$ cat src/hw/rtl/cc20_pkg.sv
// Shared types, constants and the quarter-round function of the ChaCha20 stream cipher.
// Depends on nothing; every other file of the block imports it.
package cc20_pkg;

	localparam int DOUBLE_ROUNDS_DEF = 10;
	localparam int CFG_IDX_W = 3;
	localparam int CFG_DATA_W = 64;

	typedef logic [31:0] word_t;
	typedef logic [3:0][31:0] quad_t;

	localparam quad_t SIGMA = {32'h6b206574, 32'h79622d32, 32'h3320646e, 32'h61707865};

	typedef enum logic [CFG_IDX_W-1:0] {
		REG_KEY0   = 3'd0,
		REG_KEY1   = 3'd1,
		REG_KEY2   = 3'd2,
		REG_KEY3   = 3'd3,
		REG_NONCE0 = 3'd4,
		REG_NONCE1 = 3'd5,
		REG_CTR    = 3'd6
	} cc20_reg_e;

	typedef enum logic [1:0] {
		ST_IDLE,
		ST_ROUND,
		ST_ADDBACK,
		ST_EMIT
	} cc20_state_t;

	typedef struct packed {
		logic in_rdy;
		logic take_in;
		logic start_block;
		logic round_en;
		logic diag;
		logic add_back;
		logic emit;
	} cc20_cmd_t;

	typedef struct packed {
		logic pos_zero;
		logic out_free;
	} cc20_stat_t;

	// Element 0 is a, 1 is b, 2 is c, 3 is d.
	function automatic quad_t quarter_round(quad_t x);
		word_t a;
		word_t b;
		word_t c;
		word_t d;
		quad_t r;
		a = x[0];
		b = x[1];
		c = x[2];
		d = x[3];
		a = a + b; d = d ^ a; d = {d[15:0], d[31:16]};
		c = c + d; b = b ^ c; b = {b[19:0], b[31:20]};
		a = a + b; d = d ^ a; d = {d[23:0], d[31:24]};
		c = c + d; b = b ^ c; b = {b[24:0], b[31:25]};
		r = {d, c, b, a};
		return r;
	endfunction

endpackage

$ cat src/hw/rtl/cc20_ctrl.sv
// Sequencer of the ChaCha20 stream cipher: accepts chunks, runs the round loop when a
// keystream block is due and schedules the result. Depends on cc20_pkg.
module cc20_ctrl
	import cc20_pkg::*;
#(
	parameter int DOUBLE_ROUNDS = DOUBLE_ROUNDS_DEF
) (
	input  logic       clk,
	input  logic       arst_n,
	input  logic       in_valid,
	input  cc20_stat_t stat,
	output cc20_cmd_t  cmd
);

	localparam int Rounds = 2 * DOUBLE_ROUNDS;
	localparam int RndW = $clog2(Rounds);

	cc20_state_t state_q;
	cc20_state_t state_d;
	logic [RndW-1:0] rnd_q;
	logic [RndW-1:0] rnd_d;

	always_ff @(posedge clk or negedge arst_n) begin
		if (!arst_n) begin
			state_q <= ST_IDLE;
			rnd_q   <= '0;
		end else begin
			state_q <= state_d;
			rnd_q   <= rnd_d;
		end
	end

	always_comb begin
		state_d = state_q;
		rnd_d   = rnd_q;
		cmd     = '0;
		case (state_q)
			ST_IDLE: begin
				cmd.in_rdy  = stat.out_free;
				cmd.take_in = stat.out_free && in_valid;
				if (cmd.take_in) begin
					if (stat.pos_zero) begin
						cmd.start_block = 1'b1;
						rnd_d           = '0;
						state_d         = ST_ROUND;
					end else begin
						// Keystream for this position is already held, so the result is
						// produced straight away.
						cmd.emit = 1'b1;
					end
				end
			end
			ST_ROUND: begin
				cmd.round_en = 1'b1;
				cmd.diag     = rnd_q[0];
				if (rnd_q == RndW'(Rounds - 1)) begin
					rnd_d   = '0;
					state_d = ST_ADDBACK;
				end else begin
					rnd_d = rnd_q + 1'b1;
				end
			end
			ST_ADDBACK: begin
				cmd.add_back = 1'b1;
				state_d      = ST_EMIT;
			end
			ST_EMIT: begin
				if (stat.out_free) begin
					cmd.emit = 1'b1;
					state_d  = ST_IDLE;
				end
			end
			default: begin
				state_d = ST_IDLE;
			end
		endcase
	end

	a_last_round: assert property (@(posedge clk) disable iff (!arst_n)
		(state_q == ST_ROUND && rnd_q == RndW'(Rounds - 1)) |=> state_q == ST_ADDBACK)
		else $error("round loop did not end after the final round");

	a_addback_emit: assert property (@(posedge clk) disable iff (!arst_n)
		state_q == ST_ADDBACK |=> state_q == ST_EMIT)
		else $error("add-back not followed by result stage");

	a_round_range: assert property (@(posedge clk) disable iff (!arst_n)
		state_q == ST_ROUND |-> rnd_q <= RndW'(Rounds - 1))
		else $error("round counter beyond round count");

endmodule

$ cat config.mk
export PLATFORM = sky130hd
export DESIGN_NAME = cc20_ctrl
export DESIGN_NICKNAME = d
export VERILOG_FILES = /design/src/hw/rtl/cc20_pkg.sv /design/src/hw/rtl/cc20_ctrl.sv
export SDC_FILE = /design/constraint.sdc
export NUM_CORES = 1
export LEC_CHECK = 0
export ABC_AREA = 1
export BUFFER_PORTS_ARGS = -buffer_cell sky130_fd_sc_hd__buf_4
export CORE_MARGIN = 5
export CORE_UTILIZATION = 25
export CTS_BUF_LIST = sky130_fd_sc_hd__clkbuf_8
export DETAILED_ROUTE_END_ITERATION = 10
export PLACE_DENSITY_LB_ADDON = 0.25
export RECOVER_POWER = 50
export SYNTH_ARGS = -nofsm -noshare
export SYNTH_HDL_FRONTEND = slang
export SYNTH_SLANG_ARGS = --single-unit
$ cat constraint.sdc
create_clock -name clk -period 1.65 [get_ports clk]
set_clock_uncertainty 0.15 [all_clocks]
set_input_delay 0.0825 -clock clk [delete_from_list [all_inputs] [get_ports clk]]
set_output_delay 0.0825 -clock clk [all_outputs]
set_load 0.05 [all_outputs]
=== Word level (Yosys, flattened, before mapping) ===
Cells that the tools add are included.

* Eq/ne operators: 8
* Multipliers: 0
* Shift-type cells: 0
* Multiplexer cells: 18
* Order comparisons: 0
* Divide/modulo/power cells: 0
* Bitwise operators: 0
* Reduce and logical (&&, ||, !) cells: 5
* Add/sub/neg operators: 1

{| class="wikitable"
|+ Operator list
! kind !! number
|-
| 5-bit 2-to-1 mux || 3
|-
| 2-bit 2-to-1 mux || 5
|-
| 5-bit one-hot mux with 2 select lines || 1
|-
| 2-bit != test (second input constant) || 4
|-
| 2-bit one-hot mux with 4 select lines || 1
|-
| 1-bit 2-to-1 mux || 6
|-
| 5-bit by 1-bit adder with 5-bit output (second input constant) || 1
|-
| 5-bit == test (second input constant) || 1
|-
| 2-bit == test (second input constant) || 2
|-
| 4-bit AND reduction || 1
|-
| 3-bit 2-to-1 mux || 1
|-
| 3-bit AND reduction || 1
|-
| 2-bit by 1-bit == test with 1-bit output (second input constant) || 1
|-
| 2-bit zero test || 1
|-
| 1-bit one-hot mux with 2 select lines || 1
|-
| 2-bit nonzero test || 1
|-
| 1-bit logical AND || 1
|}

* Output and inout port bits: 7
* RAM bits: 0
* Memories: 0
* Register bits: 7
* Memory bits (read-only): 0
* Bits in latches: 0
* Input bits: 5
* Logic and storage cells: 34

=== Longest topological paths before layout ===
* Depth after elaboration: 3
* Gate-level depth with buffers: 8
* Depth with buffers taken out: 8

=== Least setup slack after synthesis ===
No wires, ideal clock.

* Path type: flip-flop to output port
* From: register state_q[0]
* To: output cmd[0] in the netlist's numbering
* Path slack: -0.931 ns
* Arrival: 2.348 ns
* Path buffers: 0
* Required time: 1.417 ns
* Stages on the path, launching flop included: 7
* Cell sequence: dfrtp_1 > inv_1 > ha_1 > inv_2 > nor2_1 > nand2_1 > a21oi_1

{| class="wikitable"
|+ RTL lines
! item !! RTL line !! text
|-
| from (decl) || cc20_ctrl.sv:18 || <nowiki>cc20_state_t state_q;</nowiki>
|-
| from (signal assigned) || cc20_ctrl.sv:28 || <nowiki>state_q <= state_d;</nowiki>
|-
| to (decl) || cc20_ctrl.sv:12 || <nowiki>output cc20_cmd_t cmd</nowiki>
|}

==> flow_metrics.env <==
export IMPL_via_per_inst=4.23
export IMPL_drtIter0Drc=6
export IMPL_period_minus_slack_ns=1.62
export IMPL_end_kind="primary output"
export IMPL_required_ns=1.42
export IMPL_cts_root_buf="clkbuf_8"
export IMPL_avgSynthCellArea_sq_um=6.99
export IMPL_crit_path_max_fanout=4
export IMPL_ctsLongestPathBuffers=2
export IMPL_clock_latency_ns=0.24
export IMPL_num_antenna_cells=0
export IMPL_dpl_worst_slack_ns=0.0975
export IMPL_worst_slew_pin_slew_ns=0.435
export IMPL_synth_top_area_cell="dfrtp_1"
export IMPL_power_frac_clock_pct=16.2
export IMPL_finalSetupTns_ns=0
export IMPL_cp_start_kind="flop"
export IMPL_fin_ws_ns=0.0347
export IMPL_cts_max_level=1
export IMPL_crit_path_start="state_q[0]"
export IMPL_synth_ff_latch_count=7
export IMPL_r2r_slack_ns=0.16
export IMPL_hpwl_um=967
export IMPL_syn_num_nets=88
export IMPL_initial_core_util_pct=25.4
export IMPL_hold_class="in2reg"
export IMPL_cts_sinks=7
export IMPL_grt_util_all_layers_pct=9.90
export IMPL_dieArea_sq_um=3220
export IMPL_drv_slew=0
export IMPL_ant_nets=0
export IMPL_drcViolationCount=0
export IMPL_wl_per_cell_um=10.7
export IMPL_grt_max_degree=10
export IMPL_power_total_mw=1.59
export IMPL_firstDrtPassIters=4
export IMPL_crit_path_cell_trace="inv_2 > ha_4 > inv_4 > nor2_4 > nand2_2 > a21oi_4 > buf_6"
export IMPL_syn_inst=78
export IMPL_min_from="stat[0]"
export IMPL_critPathBufInv=3
export IMPL_maxCapViolations=0
export IMPL_layout_drive_gt1_share_pct=34.3
export IMPL_fillerInstances=225
export IMPL_place_inst=116
export IMPL_antenna_found_initial=0
export IMPL_portBuffers=11
export IMPL_ys_warn_count=0
export IMPL_die_w_um=56.7
export IMPL_slew_headroom_pct=71.0
export IMPL_r2r_start="state_q[0]"
export IMPL_setup_violations=0
export IMPL_clk_pin_slew_worst_paths_ns=0.05
export IMPL_place_gp_congestion=0.728
export IMPL_rsz0062_at_grt="yes"
export IMPL_p_seq_share_pct=19.3
export IMPL_seq_area_frac_synth_pct=32.1
export IMPL_peakVddDrop_uv=1210
export IMPL_fmax_mhz=619
export IMPL_status="completed"
export IMPL_routed_wl_um=1350
export IMPL_overflow=0
export IMPL_power_switching_mw=0.776
export IMPL_final_nets=110
export IMPL_cpPeakStageDelay_ns=0.41
export IMPL_p_sw_share_pct=48.9
export IMPL_cp_top_family="flip-flops"
export IMPL_die_h_um=56.7
export IMPL_num_vias=537
export IMPL_p_leak_nw=0.414
export IMPL_setup_worst_path_class="reg2out"
export IMPL_core_sq_um=2150
export IMPL_synth_area_sq_um=546
export IMPL_yosysTopAreaCellShare_pct=32.1
export IMPL_ys_types=17
export IMPL_hold_violations=0
export IMPL_io_pins=12
export IMPL_crit_arrival_ns=1.38
export IMPL_syn_to_final_growth_pct=44.7
export IMPL_grt_pass1_vias=533
export IMPL_fin_cells=127
export IMPL_fin_crit_sh_pct=97.9
export IMPL_power_density_nw_per_um2=2010
export IMPL_cts_buffers=3
export IMPL_synth_area_leaders="dfrtp_1 32%, nand2_1 17%, ha_1 11%"
export IMPL_row_count=17
export IMPL_fin_util_pct=36.8
export IMPL_worst_path_max_delay_cell="dfrtp_1"
export IMPL_combPwrFrac_pct=64.5
export IMPL_cts_tree="done"
export IMPL_p_int_mw=0.810
export IMPL_grt_pass1_wl_um=2430
==> metal layers <==
layer / global-route usage (%) / up-vias / routed length (um)
met5: 0 / - / 0
met2: 14.0 / 17 / 581
met4: 4.07 / 0 / 21
met1: 12.5 / 230 / 657
met3: 5.06 / 5 / 93
li1: - / 285 / -
==> stage by stage <==
step	instance area (sq um)	hold slack, ns
6_report	790	0.129
5_1_grt	790	0.160
4_1_cts	768	0.0486
3_5_place_dp	676	-0.243
3_3_place_gp	676	-0.245
2_1_floorplan	569	-0.363
==> repair_timing <==
item / in CTS / in global routing
setup endpoints to repair: 2 / 5
hold buffers: 1 / 0
hold endpoints to repair: 7 / 0
setup buffers: 3 / 3
resized for setup: 4 / 2
pin swaps: 1 / 3
==> worst register-to-register path, cell delays in order, from the launching register on <==
cell and delay [ns]:
dfrtp_1 0.41, buf_4 0.15, ha_2 0.23, or2_1 0.25
nand3_2 0.08, nand2_1 0.04, inv_1 0.04, nor2_1 0.03
==> path summary, 6_finish.rpt <==
path / to / cells past startpoint
setup / recovery: cmd[0] / 7
hold / removal: state_q[1] / 5
setup reg to reg: rnd_q[4] / 7
hold reg to reg: rnd_q[1] / 2
max in group asynchronous: rnd_q[3] / 2
min in group asynchronous: rnd_q[1] / 2
==> synth_stat cells <==
cell     count
nand2_1     24
inv_1       14
dfrtp_1      7
nand4_1      7
ha_1         5
nand3_1      4
nor2_1       3
inv_2        2
nand2_2      2
nand3_2      2
o21ai_1      2
a21oi_1      1
buf_6        1
nor2_2       1
o21ai_0      1
or2_1        1
or2_2        1
==> layout make-up <==
class                      instances  area (sq um)  area share [%]
clock buffer                       3          41.3            5.23
tap                               28          35.0            4.44
timing repair buffer              18           138            17.4
clock inverter                     1          5.00           0.634
multi-input combinational         54           333            42.2
inverter                          16          62.6            7.92
sequential                         7           175            22.2
==> flip-flops by register name (all words and copies together), names as in the netlist <==
name / count
rnd_q: 5
state_q: 2
==> layout by cell type, fill, tap and decap left out, types with 2 or more instances in the layout <==
| cell type | n |
|---|---|
| nand3_1 | 4 |
| nand2_2 | 2 |
| buf_4 | 15 |
| nand4_1 | 7 |
| inv_2 | 3 |
| nand3_2 | 2 |
| clkbuf_8 | 3 |
| inv_1 | 12 |
| nand2_1 | 24 |
| ha_1 | 3 |
| nor2_1 | 2 |
| o21ai_1 | 2 |
| dfrtp_1 | 7 |
==> cells by family after synthesis <==
logic type               after synthesis  share of synthesized area, %
AO/OA/AOI/OAI                          4                          3.67
AND/OR/NAND/NOR                       45                          39.7
flip-flops                             7                          32.1
buffers and inverters                 17                          13.1
adder cells (fa/ha/maj)                5                          11.5
==> power by group through the flow <==
stage	Sequential [mW]	Combinational (mW)	Clock, mW
final	0.306	1.02	0.257
after global routing	0.314	1.13	0.276
after CTS	0.303	0.967	0.258
after detailed placement	0.311	0.840	0
after global placement	0.311	0.841	0
after floorplan	0.294	0.681	0
Note: power is estimated with default switching activity, not from simulation.
