--- src/hw/rtl/cc20_pkg.sv ---
// Shared types, constants and the quarter-round function of the ChaCha20 stream cipher.
// Depends on nothing; every other file of the block imports it.
package cc20_pkg;

	localparam int DOUBLE_ROUNDS_DEF = 10;
	localparam int CFG_IDX_W = 3;
	localparam int CFG_DATA_W = 64;

	typedef logic [31:0] word_t;
	typedef logic [3:0][31:0] quad_t;

	localparam quad_t SIGMA = {32'h6b206574, 32'h79622d32, 32'h3320646e, 32'h61707865};

	typedef enum logic [CFG_IDX_W-1:0] {
		REG_KEY0   = 3'd0,
		REG_KEY1   = 3'd1,
		REG_KEY2   = 3'd2,
		REG_KEY3   = 3'd3,
		REG_NONCE0 = 3'd4,
		REG_NONCE1 = 3'd5,
		REG_CTR    = 3'd6
	} cc20_reg_e;

	typedef enum logic [1:0] {
		ST_IDLE,
		ST_ROUND,
		ST_ADDBACK,
		ST_EMIT
	} cc20_state_t;

	typedef struct packed {
		logic in_rdy;
		logic take_in;
		logic start_block;
		logic round_en;
		logic diag;
		logic add_back;
		logic emit;
	} cc20_cmd_t;

	typedef struct packed {
		logic pos_zero;
		logic out_free;
	} cc20_stat_t;

	// Element 0 is a, 1 is b, 2 is c, 3 is d.
	function automatic quad_t quarter_round(quad_t x);
		word_t a;
		word_t b;
		word_t c;
		word_t d;
		quad_t r;
		a = x[0];
		b = x[1];
		c = x[2];
		d = x[3];
		a = a + b; d = d ^ a; d = {d[15:0], d[31:16]};
		c = c + d; b = b ^ c; b = {b[19:0], b[31:20]};
		a = a + b; d = d ^ a; d = {d[23:0], d[31:24]};
		c = c + d; b = b ^ c; b = {b[24:0], b[31:25]};
		r = {d, c, b, a};
		return r;
	endfunction

endpackage

--- src/hw/rtl/cc20_core.sv ---
// Datapath of the ChaCha20 stream cipher: configuration registers, working state with one
// round per cycle, keystream store, chunk position and result register. Depends on cc20_pkg.
module cc20_core
	import cc20_pkg::*;
(
	input  logic                  clk,
	input  logic                  arst_n,
	input  cc20_cmd_t             cmd,
	output cc20_stat_t            stat,
	input  logic                  cfg_we,
	input  logic [CFG_IDX_W-1:0]  cfg_idx,
	input  logic [CFG_DATA_W-1:0] cfg_data,
	input  logic [63:0]           in_data,
	input  logic [3:0]            in_count,
	input  logic                  in_last,
	output logic                  out_valid,
	input  logic                  out_ready,
	output logic [63:0]           out_data,
	output logic [3:0]            out_count,
	output logic                  out_last
);

	logic [3:0][63:0]  key_q;
	logic [63:0]       nonce0_q;
	logic [31:0]       nonce1_q;
	logic [31:0]       ctr_q;
	logic [15:0][31:0] work_q;
	logic [15:0][31:0] work_rnd;
	logic [15:0][31:0] init_w;
	logic [7:0][63:0]  ks_q;
	logic [2:0]        pos_q;
	logic [31:0]       blocks_q;
	logic [63:0]       hold_data_q;
	logic [3:0]        hold_cnt_q;
	logic              hold_last_q;
	logic              out_valid_q;
	logic [63:0]       out_data_q;
	logic [3:0]        out_cnt_q;
	logic              out_last_q;
	logic [3:0]        in_cnt_sat;
	logic [63:0]       src_data;
	logic [3:0]        src_cnt;
	logic              src_last;
	logic [63:0]       byte_mask;
	logic [63:0]       res_data;
	quad_t [3:0]       q_in;
	quad_t [3:0]       q_out;
	logic [3:0][3:0]   ia;
	logic [3:0][3:0]   ib;
	logic [3:0][3:0]   ic;
	logic [3:0][3:0]   id;

	// Block input words; the counter word is the message's starting counter plus the
	// number of blocks already used, wrapping.
	always_comb begin
		for (int i = 0; i < 4; i++) begin
			init_w[i]         = SIGMA[i];
			init_w[4 + 2 * i] = key_q[i][31:0];
			init_w[5 + 2 * i] = key_q[i][63:32];
		end
		init_w[12] = ctr_q + blocks_q;
		init_w[13] = nonce0_q[31:0];
		init_w[14] = nonce0_q[63:32];
		init_w[15] = nonce1_q;
	end

	// Four quarter-rounds in parallel, on columns or on diagonals.
	always_comb begin
		work_rnd = work_q;
		for (int i = 0; i < 4; i++) begin
			ia[i] = {2'b00, 2'(i)};
			ib[i] = {2'b01, 2'(i) + {1'b0, cmd.diag}};
			ic[i] = {2'b10, 2'(i) + {cmd.diag, 1'b0}};
			id[i] = {2'b11, 2'(i) + {cmd.diag, cmd.diag}};
			q_in[i]  = {work_q[id[i]], work_q[ic[i]], work_q[ib[i]], work_q[ia[i]]};
			q_out[i] = quarter_round(q_in[i]);
		end
		for (int i = 0; i < 4; i++) begin
			work_rnd[ia[i]] = q_out[i][0];
			work_rnd[ib[i]] = q_out[i][1];
			work_rnd[ic[i]] = q_out[i][2];
			work_rnd[id[i]] = q_out[i][3];
		end
	end

	always_ff @(posedge clk) begin
		if (cmd.start_block) begin
			work_q <= init_w;
		end else if (cmd.round_en) begin
			work_q <= work_rnd;
		end
		if (cmd.add_back) begin
			for (int j = 0; j < 8; j++) begin
				ks_q[j] <= {work_q[2 * j + 1] + init_w[2 * j + 1], work_q[2 * j] + init_w[2 * j]};
			end
		end
		if (cmd.take_in) begin
			hold_data_q <= in_data;
			hold_cnt_q  <= in_cnt_sat;
			hold_last_q <= in_last;
		end
		if (cmd.emit) begin
			out_data_q <= res_data;
			out_cnt_q  <= src_cnt;
			out_last_q <= src_last;
		end
	end

	always_ff @(posedge clk or negedge arst_n) begin
		if (!arst_n) begin
			key_q    <= '0;
			nonce0_q <= '0;
			nonce1_q <= '0;
			ctr_q    <= 32'd1;
		end else if (cfg_we) begin
			case (cfg_idx)
				REG_KEY0:   key_q[0] <= cfg_data;
				REG_KEY1:   key_q[1] <= cfg_data;
				REG_KEY2:   key_q[2] <= cfg_data;
				REG_KEY3:   key_q[3] <= cfg_data;
				REG_NONCE0: nonce0_q <= cfg_data;
				REG_NONCE1: nonce1_q <= cfg_data[31:0];
				REG_CTR:    ctr_q    <= cfg_data[31:0];
				default: begin
				end
			endcase
		end
	end

	assign in_cnt_sat = (in_count > 4'd8) ? 4'd8 : in_count;
	assign src_data   = cmd.take_in ? in_data : hold_data_q;
	assign src_cnt    = cmd.take_in ? in_cnt_sat : hold_cnt_q;
	assign src_last   = cmd.take_in ? in_last : hold_last_q;

	always_comb begin
		for (int j = 0; j < 8; j++) begin
			byte_mask[8 * j +: 8] = (4'(j) < src_cnt) ? 8'hFF : 8'h00;
		end
	end

	assign res_data = (src_data ^ ks_q[pos_q]) & byte_mask;

	always_ff @(posedge clk or negedge arst_n) begin
		if (!arst_n) begin
			pos_q       <= '0;
			blocks_q    <= '0;
			out_valid_q <= 1'b0;
		end else begin
			if (cmd.emit) begin
				out_valid_q <= 1'b1;
			end else if (out_ready) begin
				out_valid_q <= 1'b0;
			end
			if (cmd.emit) begin
				if (src_last) begin
					pos_q    <= '0;
					blocks_q <= '0;
				end else begin
					pos_q <= pos_q + 1'b1;
					if (pos_q == 3'd7) begin
						blocks_q <= blocks_q + 1'b1;
					end
				end
			end
		end
	end

	assign stat.pos_zero = (pos_q == 3'd0);
	assign stat.out_free = !out_valid_q || out_ready;
	assign out_valid     = out_valid_q;
	assign out_data      = out_data_q;
	assign out_count     = out_cnt_q;
	assign out_last      = out_last_q;

	a_block_at_zero: assert property (@(posedge clk) disable iff (!arst_n)
		cmd.start_block |-> pos_q == 3'd0)
		else $error("keystream block started away from a block boundary");

	a_emit_free: assert property (@(posedge clk) disable iff (!arst_n)
		cmd.emit |-> (!out_valid_q || out_ready))
		else $error("result written over one not yet taken");

	a_emit_pos: assert property (@(posedge clk) disable iff (!arst_n)
		(cmd.emit && !src_last) |=> pos_q == $past(pos_q) + 3'd1)
		else $error("chunk position did not advance");

endmodule

--- config.mk ---
export PLATFORM = sky130hd
export DESIGN_NAME = cc20_core
export DESIGN_NICKNAME = d
export VERILOG_FILES = /design/src/hw/rtl/cc20_pkg.sv /design/src/hw/rtl/cc20_core.sv
export SDC_FILE = /design/constraint.sdc
export NUM_CORES = 2
export LEC_CHECK = 0
export ABC_CLOCK_PERIOD_IN_PS = 21200
export BUFFER_PORTS_ARGS = -buffer_cell sky130_fd_sc_hd__buf_2
export CAP_MARGIN = 10
export CORE_ASPECT_RATIO = 1.4
export CORE_MARGIN = 10
export CORE_UTILIZATION = 25
export DETAILED_ROUTE_END_ITERATION = 10
export PLACE_DENSITY = 0.45
export SLEW_MARGIN = 20
export SYNTH_ARGS = -nofsm -noshare
export SYNTH_HDL_FRONTEND = slang
export SYNTH_SLANG_ARGS = --single-unit
--- constraint.sdc ---
create_clock -name clk -period 21.2 [get_ports clk]
set_input_delay 4.24 -clock clk [delete_from_list [all_inputs] [get_ports clk]]
set_output_delay 4.24 -clock clk [all_outputs]
set_load 0.02 [all_outputs]
Word level (Yosys, flattened, before mapping). Cells that the tools add are included.

Equal/unequal tests: 7. Reduce and logical (&&, ||, !) cells: 27. Bitwise operators: 18. Multiplexer cells: 81. $lt $le $gt $ge: 34. Add/sub/neg operators: 44.

Operator list (number): $bwmux 512 (12); $mux 512 (2); $add 32x32->32 (29); $mux 32 (29); $bmux 32 s2 (9); $demux 32 s2 (9); $xor 32x32->32 (16); $bmux 64 s3 (1); $mux 64 (2); $add 32x31->32 const B (3); $demux 32 s1 (3); $and 64x64->64 (1); $mux 8 (8); $xor 64x64->64 (1); $lt 4x5->1 const B (8); $add 32x1->32 const B (1); $add 32x30->32 const B (1); $ge 4x1->1 const B (8); $lt 3x5->1 const B (4); $lt 3x4->1 const A (4); $reduce_and 2->1 (8); $eq 3x3->1 const B (4); $ge 3x1->1 const B (4); $logic_and 1x1->1 (12); other kinds (18) (32).

Output and inout port bits: 72. Bits of input ports: 147. Register bits after elaboration: 1582.

Longest topological paths before layout.
Depth after elaboration: 24. Mapped depth: 58.

Least setup slack after synthesis. Ideal clock, no wire load.

Kind: input to register. Start point: input port cmd[2] (netlist name). End point: register work_q[165] (netlist name), data pin. Setup slack: 5269 ps. Setup time: 270 ps. Stages: 56. Path buffers: 4. Arrival: 15661 ps. Path through: buf_2 buf_1 buf_2 buf_2 mux2_2 ha_1 inv_1 fa_1 nor2b_1 o21a_1 o21ai_0 a31o_2 o31a_2 o21ai_0 a21oi_1 xnor2_1 xnor2_1 ha_1 (+20 left out) a31oi_1 xnor2_1 xor2_1 ha_1 inv_1 fa_1 nor2b_1 o211ai_1 a21boi_0 o221ai_1 o21ai_0 a31oi_1 a31o_2 nand3b_1 a31oi_1 o211ai_1 mux2i_1 o211ai_1.

Cells in the longest elaborated chain, start to end: 24. Elaborated cells on any way between the ends: 99. Those cells by class: 25 x add/sub; 8 x order compare; 46 x mux; 16 x bitwise; 4 x reduce/logical.

Ends and longest elaborated chain: start: declaration (line cc20_core.sv:8) `input cc20_cmd_t cmd,`; $mux 32 (implied by the code) (2 in series) (line cc20_core.sv:75) `q_in[i] = {work_q[id[i]], work_q[ic[i]], work_q[ib[i]], work_q[ia[i]]};`; $add 32x32->32 (line cc20_pkg.sv:57) `a = a + b; d = d ^ a; d = {d[15:0], d[31:16]};`; $xor 32x32->32 (line cc20_pkg.sv:57); $add 32x32->32 (line cc20_pkg.sv:58) `c = c + d; b = b ^ c; b = {b[19:0], b[31:20]};`; $xor 32x32->32 (line cc20_pkg.sv:58); $add 32x32->32 (line cc20_pkg.sv:59) `a = a + b; d = d ^ a; d = {d[23:0], d[31:24]};`; $xor 32x32->32 (line cc20_pkg.sv:59); $add 32x32->32 (line cc20_pkg.sv:60) `c = c + d; b = b ^ c; b = {b[24:0], b[31:25]};`; (+7 left out); $bwmux 512 (line cc20_core.sv:80) `work_rnd[ib[i]] = q_out[i][1];`; $bwmux 512 (line cc20_core.sv:81) `work_rnd[ic[i]] = q_out[i][2];`; $bwmux 512 (line cc20_core.sv:82) `work_rnd[id[i]] = q_out[i][3];`; $bwmux 512 (line cc20_core.sv:80); $bwmux 512 (line cc20_core.sv:81); $bwmux 512 (*) (line cc20_core.sv:82); $mux 512 (*) (line cc20_core.sv:89) `end else if (cmd.round_en) begin`; $mux 512 (*) (line cc20_core.sv:87) `if (cmd.start_block) begin`; end signal: assignment (line cc20_core.sv:88) `work_q <= init_w;`; end signal: assignment (line cc20_core.sv:90) `work_q <= work_rnd;`; end: declaration (line cc20_core.sv:27) `logic [15:0][31:0] work_q;`.

Mark *: on every way between the ends. The rest lies on a longest branch, timed or not. The select of a mux whose other input is x is not followed. A chain may end at the register's enable or synchronous reset.

Final worst setup path.
Start point: input port cmd[2] (netlist name). End point: register work_q[163] (netlist name), data pin.

Same word-level chain as after synthesis.

==> flow_metrics.tcl <==
set metrics [dict create \
    cts_resized 0 \
    cts_tree "done" \
    relSlewSlack_pct 7.72 \
    syn_avg_cell_area_sq_um 10.1 \
    dp_hpwl_mm 624 \
    die_height_um 834 \
    critical_path_required_ps 21920 \
    drtPass1Iterations 7 \
    cts-htree-levels 4 \
    grt_max_degree 118 \
    holdBufCountCts 0 \
    final_nets 14200 \
    placementRows 299 \
    grt_use_total_pct 28.2 \
    area_growth_pct 22.9 \
    wl_per_cell_um 37.8 \
    startpoint_type "primary input" \
    post_cts_buffers 0 \
    antenna_found_initial 100 \
    place_inst 19200 \
    critPathMaxStageDelay_ps 920 \
    maxCapViolCount 0 \
    root_buffer "clkbuf_16" \
    min_period_over_period_pct 89.5 \
    critical_path.most_common_cell "buf_4" \
    numCtsBuffers 201 \
    io_pins 219 \
    status "completed" \
    synth.distinct_cells 112 \
    vias_per_cell 5.26 \
    ys_ff_latch 1582 \
    initial_utilization_pct 25.1 \
    endpoint_kind "register" \
    core_region_area_sq_um 473000 \
    final_antenna_net_count 0 \
    stdcell_count 19600 \
    period_needed_ps 18960 \
    cp_max_fo 28 \
    num-fill-cells 49700 \
    grt_pass1_wl_mm 954 \
    finalHoldViolCount 0 \
    tightest_slew_ps 1370 \
    ys.flop_type "edfxtp_1" \
    tns_ps 0 \
    fp.dieW_um 602 \
    crit_arrival_ps 19680 \
    place.gp.congestion 1.07 \
    dieArea_sq_um 502000 \
    setup_violations 0 \
    cp_slowest_cell "mux2i_1" \
    syn_area_sq_um 118000 \
    grt.overflow.total 0 \
    path_clk_slew_ps 60 \
    ctsLongestPathBuffers 4 \
    portBuffers 217 \
    final_core_util_pct 30.8 \
    hold_path.class "reg2reg" \
    rsz0062_at_grt "false" \
    drive_above_1_share_pct 22.1 \
    synth_warnings 0 \
    syn_nets 12800 \
    wl_mm 742 \
    vias 103000 \
    clk_latency_ps 1020 \
    worstSetupPathType "in2reg" \
    initialDrtViolationCount 8922 \
    first_global_vias 103000 \
    maxSlewViolCount 0 \
    synth_async_sr_flop_share_pct 26.5 \
    seq_area_frac_synth_pct 36.7 \
    cts.sinks 1582 \
    synth-edff-count 965 \
    drc_errors 0 \
    syn_inst 11700 \
    skew_ps 77.1 \
    max_freq_mhz 52.7 \
]
-- worst max-delay path: cells and delay by family --
kind / cells / cell delay (ps)
AO/OA/AOI/OAI: 22 / 5130
XOR/XNOR: 8 / 2780
adder cells (fa/ha/maj): 4 / 1630
buffers and inverters: 16 / 3220
multiplexers: 1 / 920
AND/OR/NAND/NOR: 8 / 1530
-- synth_stat cells (78+ instances only) --
cell type,n,share of area (%)
edfxtp_1,965,24
xnor2_1,961,7.1
ha_1,907,9.6
nand2_1,808,2.6
a21oi_1,805,3.4
nor2_1,796,2.5
o21ai_0,665,2.8
mux2_2,646,6.1
xor2_1,557,4.1
inv_1,501,1.6
mux2i_1,450,3.8
dfrtp_1,419,8.9
a21o_1,356,2.3
clkbuf_1,259,0.82
dfxtp_1,197,3.3
nor3_1,170,0.72
nand3_1,160,0.68
mux4_2,130,2.5
nand2b_1,128,0.68
o21a_1,124,0.79
nor2b_1,115,0.61
o21bai_1,108,0.68
and3_1,93,0.49
a22o_1,78,0.58
-- area by class of cell --
class                   instances  area (sq um)  share of cell area [%]
well taps                    6321          7910                    5.43
clock buffers                 273          5570                    3.82
diodes                         37          92.6                  0.0636
multi-input cells            9227         72800                    50.0
inverters                     503          1910                    1.31
clock inverters                99          1010                   0.695
flip-flops and latches       1582         43400                    29.8
repair buffers               1587         12800                    8.78
-- state kept, by name, indices dropped and copies added, names as in the netlist --
register,cells
init_w,256
ks_q,512
out_valid,1
out_count,4
q_in,128
hold_last_q,1
hold_data_q,64
nonce0_q,64
blocks_q,32
out_data,64
out_last,1
nonce1_q,32
ctr_q,32
pos_q,3
work_q,384
hold_cnt_q,4
-- worst paths after layout --
path                                         startpoint                 endpoint  slack (ps)  cells past startpoint
worst min register to register  hold_data_q[33]$_DFF_P_  hold_data_q[33]$_DFF_P_         480                      1
worst max register to register    work_q[192]$_DFFE_PP_    work_q[163]$_DFFE_PP_        5600                     65
worst max-delay path                             cmd[2]    work_q[163]$_DFFE_PP_        2240                     59
min in group asynchronous                        arst_n  init_w[288]$_DFFE_PN0P_        3240                      1
max in group asynchronous                        arst_n    ctr_q[26]$_DFFE_PN0P_       14910                      4
worst min-delay path            hold_data_q[33]$_DFF_P_  hold_data_q[33]$_DFF_P_         480                      1
-- metrics by stage --
step / hold WS (ps) / instance area [sq um] / setup WS (ps)
after floorplan: 436 / 118000 / 5270
after global placement: 468 / 139000 / 1300
after detailed placement: 473 / 139000 / 1420
after CTS: 486 / 145000 / 2340
after global routing: 495 / 145000 / 2080
final: 483 / 146000 / 2240
-- cells by family after synthesis --
family                   Yosys count  synth area share, %
buffers and inverters            863                 2.77
AND/OR/NAND/NOR                 2605                 10.2
multiplexers                    1226                 12.4
AO/OA/AOI/OAI                   2901                 15.9
XOR/XNOR                        1559                 12.0
adder cells (fa/ha/maj)          936                 10.1
flip-flops                      1582                 36.7
-- layout by cell type (no fill, tap or decap), types with 497 or more instances in the layout --
cell      Yosys  layout
edfxtp_1    965     965
nand2_1     808     805
mux2_2      646     646
a21oi_1     805     804
ha_1        907     907
nor2_1      796     789
buf_4         0    1262
o21ai_0     665     662
inv_1       501     497
xor2_1      557     530
xnor2_1     961     868
-- metal layers --
| metal | GRT usage (%) | wire [um] |
|---|---|---|
| met1 | 29.7 | 262000 |
| met2 | 48.6 | 355000 |
| met3 | 3.82 | 35900 |
| met4 | 26.7 | 89600 |
| met5 | 0 | 88 |
Power is left out: the tool's default activity adds up to more than one toggle a clock period on the data nets, which glitch-free logic cannot reach.
